--- src/rtl/ffa_pkg.sv ---
// ----------------------------------------------------------------------------
// ffa_pkg
// Shared types, constants and step codes of the first-fit heap allocator.
// ----------------------------------------------------------------------------
package ffa_pkg;

    localparam logic [1:0] OP_ALLOC = 2'd0;
    localparam logic [1:0] OP_FREE  = 2'd1;
    localparam logic [1:0] OP_QUERY = 2'd2;

    localparam int unsigned HDR_BYTES   = 12;
    localparam int unsigned MIN_REQ     = 8;
    localparam int unsigned ROUND_ADD   = 15;
    localparam int unsigned SPLIT_SLACK = 20;
    localparam int unsigned HEAP_MIN    = 24;
    localparam int unsigned HEAP_RESET  = 65536;
    localparam int unsigned ARG_W       = 16;
    localparam int unsigned NEED_W      = 17;
    localparam int unsigned CFG_W       = 17;
    localparam int unsigned STEP_W      = 5;

    localparam logic [STEP_W-1:0] ST_CLR     = 5'd0;
    localparam logic [STEP_W-1:0] ST_INIT    = 5'd1;
    localparam logic [STEP_W-1:0] ST_IDLE    = 5'd2;
    localparam logic [STEP_W-1:0] ST_A_RD    = 5'd3;
    localparam logic [STEP_W-1:0] ST_A_CHK   = 5'd4;
    localparam logic [STEP_W-1:0] ST_S_HDR   = 5'd5;
    localparam logic [STEP_W-1:0] ST_S_NEXT  = 5'd6;
    localparam logic [STEP_W-1:0] ST_U_RD    = 5'd7;
    localparam logic [STEP_W-1:0] ST_U_WR    = 5'd8;
    localparam logic [STEP_W-1:0] ST_F_START = 5'd9;
    localparam logic [STEP_W-1:0] ST_F_CHK   = 5'd10;
    localparam logic [STEP_W-1:0] ST_F_PRE   = 5'd11;
    localparam logic [STEP_W-1:0] ST_F_LNK   = 5'd12;
    localparam logic [STEP_W-1:0] ST_F_TAIL  = 5'd13;
    localparam logic [STEP_W-1:0] ST_G_RD    = 5'd14;
    localparam logic [STEP_W-1:0] ST_G_CHK   = 5'd15;
    localparam logic [STEP_W-1:0] ST_DONE    = 5'd16;

    typedef struct packed {
        logic [STEP_W-1:0] step;
        logic              accept;
        logic              cfg_take;
        logic              is_alloc;
    } t_cmd;

    typedef struct packed {
        logic x_nil;
        logic fit;
        logic split;
        logic free_bad;
        logic blk_used;
        logic off_zero;
        logic succ_in;
        logic clr_last;
        logic out_room;
    } t_stat;

    function automatic logic [NEED_W-1:0] need_bytes(input logic [ARG_W-1:0] n);
        logic [NEED_W-1:0] m;
        m = (n < ARG_W'(MIN_REQ)) ? NEED_W'(MIN_REQ) : NEED_W'(n);
        m = m + NEED_W'(ROUND_ADD);
        return {m[NEED_W-1:2], 2'b00};
    endfunction

endpackage

--- src/rtl/ffa_ctrl.sv ---
// ----------------------------------------------------------------------------
// ffa_ctrl
// Sequencer: steps alloc, free and query through header reads and writes.
// ----------------------------------------------------------------------------
module ffa_ctrl (
    input  logic          i_clk,
    input  logic          i_rst_n,
    input  logic          i_in_valid,
    input  logic [1:0]    i_in_op,
    input  logic          i_cfg_valid,
    input  ffa_pkg::t_stat i_stat,
    output ffa_pkg::t_cmd  o_cmd,
    output logic          o_in_ready,
    output logic          o_cfg_ready
);
    logic [ffa_pkg::STEP_W-1:0] r_state, n_state;
    logic                       r_alloc, n_alloc;
    logic                       in_take, cfg_take;

    assign o_cfg_ready = (r_state == ffa_pkg::ST_IDLE);
    assign o_in_ready  = (r_state == ffa_pkg::ST_IDLE) && !i_cfg_valid;
    assign cfg_take    = o_cfg_ready && i_cfg_valid;
    assign in_take     = o_in_ready && i_in_valid;

    always_comb begin
        n_state = r_state;
        n_alloc = r_alloc;
        case (r_state)
            ffa_pkg::ST_CLR: begin
                if (i_stat.clr_last) n_state = ffa_pkg::ST_INIT;
            end
            ffa_pkg::ST_INIT: n_state = ffa_pkg::ST_IDLE;
            ffa_pkg::ST_IDLE: begin
                if (cfg_take) begin
                    n_state = ffa_pkg::ST_CLR;
                end else if (in_take) begin
                    n_alloc = (i_in_op == ffa_pkg::OP_ALLOC);
                    case (i_in_op)
                        ffa_pkg::OP_ALLOC: n_state = ffa_pkg::ST_A_RD;
                        ffa_pkg::OP_QUERY: n_state = ffa_pkg::ST_A_RD;
                        ffa_pkg::OP_FREE:  n_state = ffa_pkg::ST_F_START;
                        default:           n_state = ffa_pkg::ST_DONE;
                    endcase
                end
            end
            ffa_pkg::ST_A_RD: begin
                n_state = i_stat.x_nil ? ffa_pkg::ST_DONE : ffa_pkg::ST_A_CHK;
            end
            ffa_pkg::ST_A_CHK: begin
                if (!i_stat.fit) n_state = ffa_pkg::ST_A_RD;
                else if (!r_alloc) n_state = ffa_pkg::ST_DONE;
                else if (i_stat.split) n_state = ffa_pkg::ST_S_HDR;
                else n_state = ffa_pkg::ST_U_RD;
            end
            ffa_pkg::ST_S_HDR:  n_state = ffa_pkg::ST_S_NEXT;
            ffa_pkg::ST_S_NEXT: n_state = ffa_pkg::ST_U_RD;
            ffa_pkg::ST_U_RD:   n_state = ffa_pkg::ST_U_WR;
            ffa_pkg::ST_U_WR:   n_state = ffa_pkg::ST_DONE;
            ffa_pkg::ST_F_START: begin
                n_state = i_stat.free_bad ? ffa_pkg::ST_DONE : ffa_pkg::ST_F_CHK;
            end
            ffa_pkg::ST_F_CHK: begin
                if (!i_stat.blk_used) n_state = ffa_pkg::ST_DONE;
                else if (i_stat.off_zero) n_state = ffa_pkg::ST_F_LNK;
                else n_state = ffa_pkg::ST_F_PRE;
            end
            ffa_pkg::ST_F_PRE: begin
                n_state = i_stat.blk_used ? ffa_pkg::ST_F_LNK : ffa_pkg::ST_G_RD;
            end
            ffa_pkg::ST_F_LNK:  n_state = ffa_pkg::ST_F_TAIL;
            ffa_pkg::ST_F_TAIL: n_state = ffa_pkg::ST_G_RD;
            ffa_pkg::ST_G_RD: begin
                n_state = i_stat.succ_in ? ffa_pkg::ST_G_CHK : ffa_pkg::ST_DONE;
            end
            ffa_pkg::ST_G_CHK: begin
                n_state = i_stat.blk_used ? ffa_pkg::ST_DONE : ffa_pkg::ST_U_WR;
            end
            ffa_pkg::ST_DONE: begin
                if (i_stat.out_room) n_state = ffa_pkg::ST_IDLE;
            end
            default: n_state = ffa_pkg::ST_IDLE;
        endcase
    end

    always_ff @(posedge i_clk) begin
        if (!i_rst_n) begin
            r_state <= ffa_pkg::ST_CLR;
            r_alloc <= 1'b0;
        end else begin
            r_state <= n_state;
            r_alloc <= n_alloc;
        end
    end

    assign o_cmd.step     = r_state;
    assign o_cmd.accept   = in_take;
    assign o_cmd.cfg_take = cfg_take;
    assign o_cmd.is_alloc = r_alloc;
endmodule

--- config.mk ---
export PLATFORM = sky130hd
export DESIGN_NAME = ffa_ctrl
export DESIGN_NICKNAME = d
export VERILOG_FILES = /design/src/rtl/ffa_pkg.sv /design/src/rtl/ffa_ctrl.sv
export SDC_FILE = /design/constraint.sdc
export NUM_CORES = 1
export LEC_CHECK = 0
export ABC_CLOCK_PERIOD_IN_PS = 3800
export BUFFER_PORTS_ARGS = -buffer_cell sky130_fd_sc_hd__buf_4
export CAP_MARGIN = 15
export CORE_UTILIZATION = 25
export CTS_BUF_LIST = sky130_fd_sc_hd__clkbuf_8
export CTS_CLUSTER_SIZE = 25
export DETAILED_ROUTE_END_ITERATION = 10
export SYNTH_ARGS = -nofsm -noshare
export SYNTH_HDL_FRONTEND = slang
export SYNTH_SLANG_ARGS = --single-unit
--- constraint.sdc ---
create_clock -name i_clk -period 3.8 [get_ports i_clk]
set_clock_uncertainty 0.15 [all_clocks]
set_input_delay 0.19 -clock i_clk [delete_from_list [all_inputs] [get_ports i_clk]]
set_output_delay 0.19 -clock i_clk [all_outputs]
set_load 0.02 [all_outputs]
---- Word-level counts from Yosys, hierarchy flattened ----
Index checks and enable logic that the tools add are counted.
word-level totals
  bits in registers ....................... 6
  input bits .............................. 15
  output and inout bits ................... 10
  word-level logic and storage cells ...... 48
operators by class
  eq/ne operators ......................... 20
  multiplexer cells ....................... 16
  bitwise operators ....................... 1
  reduce and logical (&&, ||, !) cells .... 9
operators with widths
  cell                                                   count
  one-hot mux 5 bit (16 select lines)                    1
  2-to-1 mux 5 bit                                       11
  == test 5 x 4 -> 1 bit, second input constant          8
  == test 5 x 3 -> 1 bit, second input constant          4
  == test 5 x 2 -> 1 bit, second input constant          2
  one-hot mux 5 bit (2 select lines)                     1
  AND reduction 3 bit                                    2
  == test 5 bit, second input constant                   1
  logical NOT 5 bit                                      1
  2-to-1 mux 2 bit                                       2
  inequality test 2 bit, second input constant           2
  logical AND 1 bit                                      3
  2-to-1 mux 3 bit                                       1
  inequality test 3 x 1 -> 1 bit, second input constant  1
  == test 2 x 1 -> 1 bit, second input constant          1
  == test 2 bit, second input constant                   1
  logical NOT 2 bit                                      1
  OR reduction 2 bit                                     1
  logical NOT 1 bit                                      1
  inverter 1 bit                                         1

---- Logic depth before layout (Yosys ltp) ----
  word-level depth ........................ 6
  mapped depth ............................ 6
  gate-level depth less buffers ........... 5

---- Least setup slack after synthesis ----
OpenSTA, ideal clock, no wires.
  path kind ............................... reg-to-reg
  start point ............................. register r_state[1] (netlist bit)
  end point ............................... register r_state[4] (netlist bit)
  library setup time ...................... 0.116 ns
  data arrival time ....................... 1.615 ns
  required time ........................... 3.534 ns
  slack ................................... 1.919 ns
  stages on the path, launching flop included .. 6
  path buffers ............................ 0
  clock period less this slack ............ 1.881 ns
  path through ............................ dfxtp_1 or2b_2 nor3_4 a2111o_2 a31oi_1 a31o_1
between the ends
  word-level cells in the longest chain between the ends .. 5
  elaborated cells between the ends (all ways) .. 25
  those cells by class .................... 18 x eq/ne; 2 x mux; 5 x reduce/logical
RTL lines
  element                                          RTL line        source
  start, declared                                  ffa_ctrl.sv:16  logic [ffa_pkg::STEP_W-1:0] r_state, n_state;
  start signal, assigned                           ffa_ctrl.sv:87  r_state <= ffa_pkg::ST_CLR;
  start signal, assigned                           ffa_ctrl.sv:90  r_state <= n_state;
  == test 5 x 2 -> 1 bit                           ffa_ctrl.sv:21  assign o_in_ready = (r_state == ffa_pkg::ST_IDLE) && !i_cfg_valid;
  logical AND 1 bit                                ffa_ctrl.sv:21
  via o_in_ready                                   ffa_ctrl.sv:13  output logic o_in_ready,
  logical AND 1 bit                                ffa_ctrl.sv:23  assign in_take = o_in_ready && i_in_valid;
  inequality test 3 x 1 -> 1 bit (no source line)  -
  AND reduction 3 bit (no source line)             -
The timed path passes the listed nets, and every way through them passes these cells.
A chain may end at the register's enable or synchronous reset.

==> summary.md <==
| Metric | Value |
|---|---|
| Row count | 18 |
| Worst hold slack | 66.9 ps |
| Vias in the first global route | 649 |
| Simple-gate share of the synthesized area | 0.398 |
| Root buf cell | clkbuf_8 |
| Compound-Gate Fraction of Synth Area | 0.308 |
| Crit. path cell count | 3 |
| Worst EP required | 3460 ps |
| Worst Hold Class | in2reg |
| Reg2reg end | r_state[4] |
| Global Route Usage Sum | 0.148 |
| CP peak stage delay | 560 ps |
| DRT iter0 DRCs | 24 |
| Relative slew slack | 0.598 |
| Area grow syn2layout | 32.9% |
| Post-synthesis mux area share | 0 |
| Initial antenna violation count | 0 |
| Clk slew on worst S/H paths | 40 ps |
| Wire length per cell | 13.2 um |
| CP arrival | 1680 ps |
| Peak Freq | 0.495 GHz |
| Overflow after GRT | 0 |
| Core area | 2480 um2 |
| TNS Setup | 0 ps |
| Max Cap Viol | 0 |
| # setup viols final | 0 |
| Diodes inserted | 0 |
| Status | complete, no violations |
| # IOs | 25 |
| Worst Setup EP | o_cmd[2] |
| Largest family of logic cells by synthesized area | simple AND/OR/NAND/NOR gates |
| Max stage delay cell, worst path | dfxtp_1 |
| Layout net count | 130 |
| Antenna-violating nets left | 0 |
| #FFs+latches synth | 6 |
| Final Max Tran Viols | 0 |
| Commonest non-fill, non-tap cell in the layout | buf_4 |
| Delay-heaviest family, CP | simple AND/OR/NAND/NOR gates |
| Fin cells | 143 |
| Syn avg cell area | 6.92 um2 |
| Placed Instances | 140 |
| CTS tree | done |
| Cells after synthesis | 94 |
| P_leak | 0.341 nW |
| CTS H-tree depth | 1 |
| Total Wirelength | 1890 um |
| Net Count, Synth | 109 |
| Gp weighted congestion | 0.893 |
| Synth Cell Area | 651 um2 |
| TritonRoute pass-1 iters | 4 |
| R2R Path Start | r_state[2] |
| Ys Warns | 0 |
| DIE HEIGHT | 53.0 um |
| Worst-Skew Late Latency | 230 ps |
| CTS buffer count | 3 |
| CTS sink cnt | 6 |
| Area share of fa/ha/maj cells after synthesis | 0 |
| Clk buf depth | 2 |
| Fillers | 278 |
| Detailed-route via count | 755 |
| Synth Area in XOR/XNOR | 0 |
| Worst Setup End Kind | output port |
| First-pass GRT wire length | 2930 um |
| Yosys cell types | 36 |
| Die area | 2810 um2 |
| Post-cts sizing count | 0 |
| Fraction of layout cells with a size suffix above 1 | 0.292 |
| PwrDens | 260 nW/um2 |
| CP max FO | 14 |
| Register-to-register setup slack | 1790 ps |
| Kind of critical path | reg2out |
| Hold Fails Final Rpt | 0 |
| Sequential-to-total area share from yosys stat | 0.185 |
| Drc violations | 0 |
| Maximum vdd drop | 0.215 mV |
| Hold_buf cts | 0 |
| Largest net degree at the start of global routing | 16 |
| Mean number of vias per cell | 5.28 |
| Commonest non-fill, non-tap cells in the layout | buf_4, nand2_1 |
| Starting Density | 0.263 |
| Critical path cell sequence | or2b_2 -> nor4_2 -> buf_4 |
| Die W | 53.0 um |
| Crit start category | register |
| Period utilization | 0.532 |
| R2R depth | 5 |
| RSZ-0062 raised after global routing | false |
| Port bufs | 24 |
| Worst path buffer plus inverter count | 1 |
| Critical path startpoint | r_state[1] |
| HPWL after DPL | 1400 um |
| Worst-Margin Slew | 598 ps |
| Fin crit period | 2020 ps |
| Setup bufs post-CTS | 0 |
[how the worst min path moves through the flow]
stage	depth (start not counted)	startpoint	endpoint	slack [ps]
5_1_grt	2	i_rst_n	r_alloc	70
4_1_cts	2	i_rst_n	r_alloc	60
3_5_place_dp	2	i_rst_n	r_alloc	300
2_1_floorplan	2	i_rst_n	r_state[1]	160
3_3_place_gp	2	i_rst_n	r_alloc	300
6_report	2	i_rst_n	r_alloc	70
[metal layers]
layer	global-route usage	vias to the layer above	part of all wire
met5	0	-	0
met3	0.0489	5	0.088
met4	0.0658	0	0.016
met2	0.224	38	0.44
met1	0.189	331	0.46
li1	-	381	-
[final cells by class]
type,instances,area [um2],area share
clock buffer,3,41.3,0.0478
multi-input combinational,73,459,0.531
timing repair buffer,24,180,0.208
inverter,7,26.3,0.0304
tap,30,37.5,0.0434
sequential,6,120,0.139
[report_power, final]
part	switching [mW]	leakage, nW	total [mW]	internal [mW]
clock	0.0302	0.0216	0.0984	0.0683
sequential	0.00771	0.0486	0.0733	0.0656
combinational	0.0266	0.271	0.0533	0.0268
total	0.0644	0.341	0.225	0.161
[flip-flops by register name (all words and copies together), names as in the netlist]
register	flops
r_alloc	1
r_state	5
[cell families after synthesis]
| family | count (synthesis) |
|---|---|
| AO/OA/AOI/OAI | 29 |
| buffers and inverters | 15 |
| flip-flops | 6 |
| AND/OR/NAND/NOR | 44 |
[Yosys cell counts, drive strengths merged]
library cell | number | area share
a2111o | 1 | 0.019
a2111oi | 2 | 0.027
a21o | 2 | 0.023
a21oi | 5 | 0.038
a221oi | 1 | 0.013
a31o | 1 | 0.013
a31oi | 4 | 0.038
a32o | 1 | 0.015
a32oi | 1 | 0.013
and2 | 2 | 0.019
and4b | 1 | 0.015
buf | 6 | 0.058
clkbuf | 2 | 0.012
dfxtp | 6 | 0.18
inv | 7 | 0.040
nand2 | 12 | 0.069
nand2b | 5 | 0.048
nand3 | 1 | 0.0077
nand3b | 1 | 0.012
nand4b | 1 | 0.013
nor2 | 5 | 0.029
nor2b | 6 | 0.058
nor3 | 4 | 0.048
nor4 | 4 | 0.048
o211ai | 1 | 0.012
o21ai | 6 | 0.046
o21bai | 1 | 0.012
o221ai | 1 | 0.013
o22ai | 1 | 0.0096
o31a | 1 | 0.013
or2b | 1 | 0.013
or3 | 1 | 0.017
[through the flow]
step	instance area (um2)	power (mW)	util	setup slack [ps]
2_1_floorplan	651	0.103	-	1920
3_3_place_gp	823	0.127	0.332	1900
3_5_place_dp	823	0.127	0.332	1880
4_1_cts	865	0.226	0.349	1780
5_1_grt	865	0.236	0.349	1670
6_report	865	0.225	0.349	1780
(Power assumes the default switching activity.)
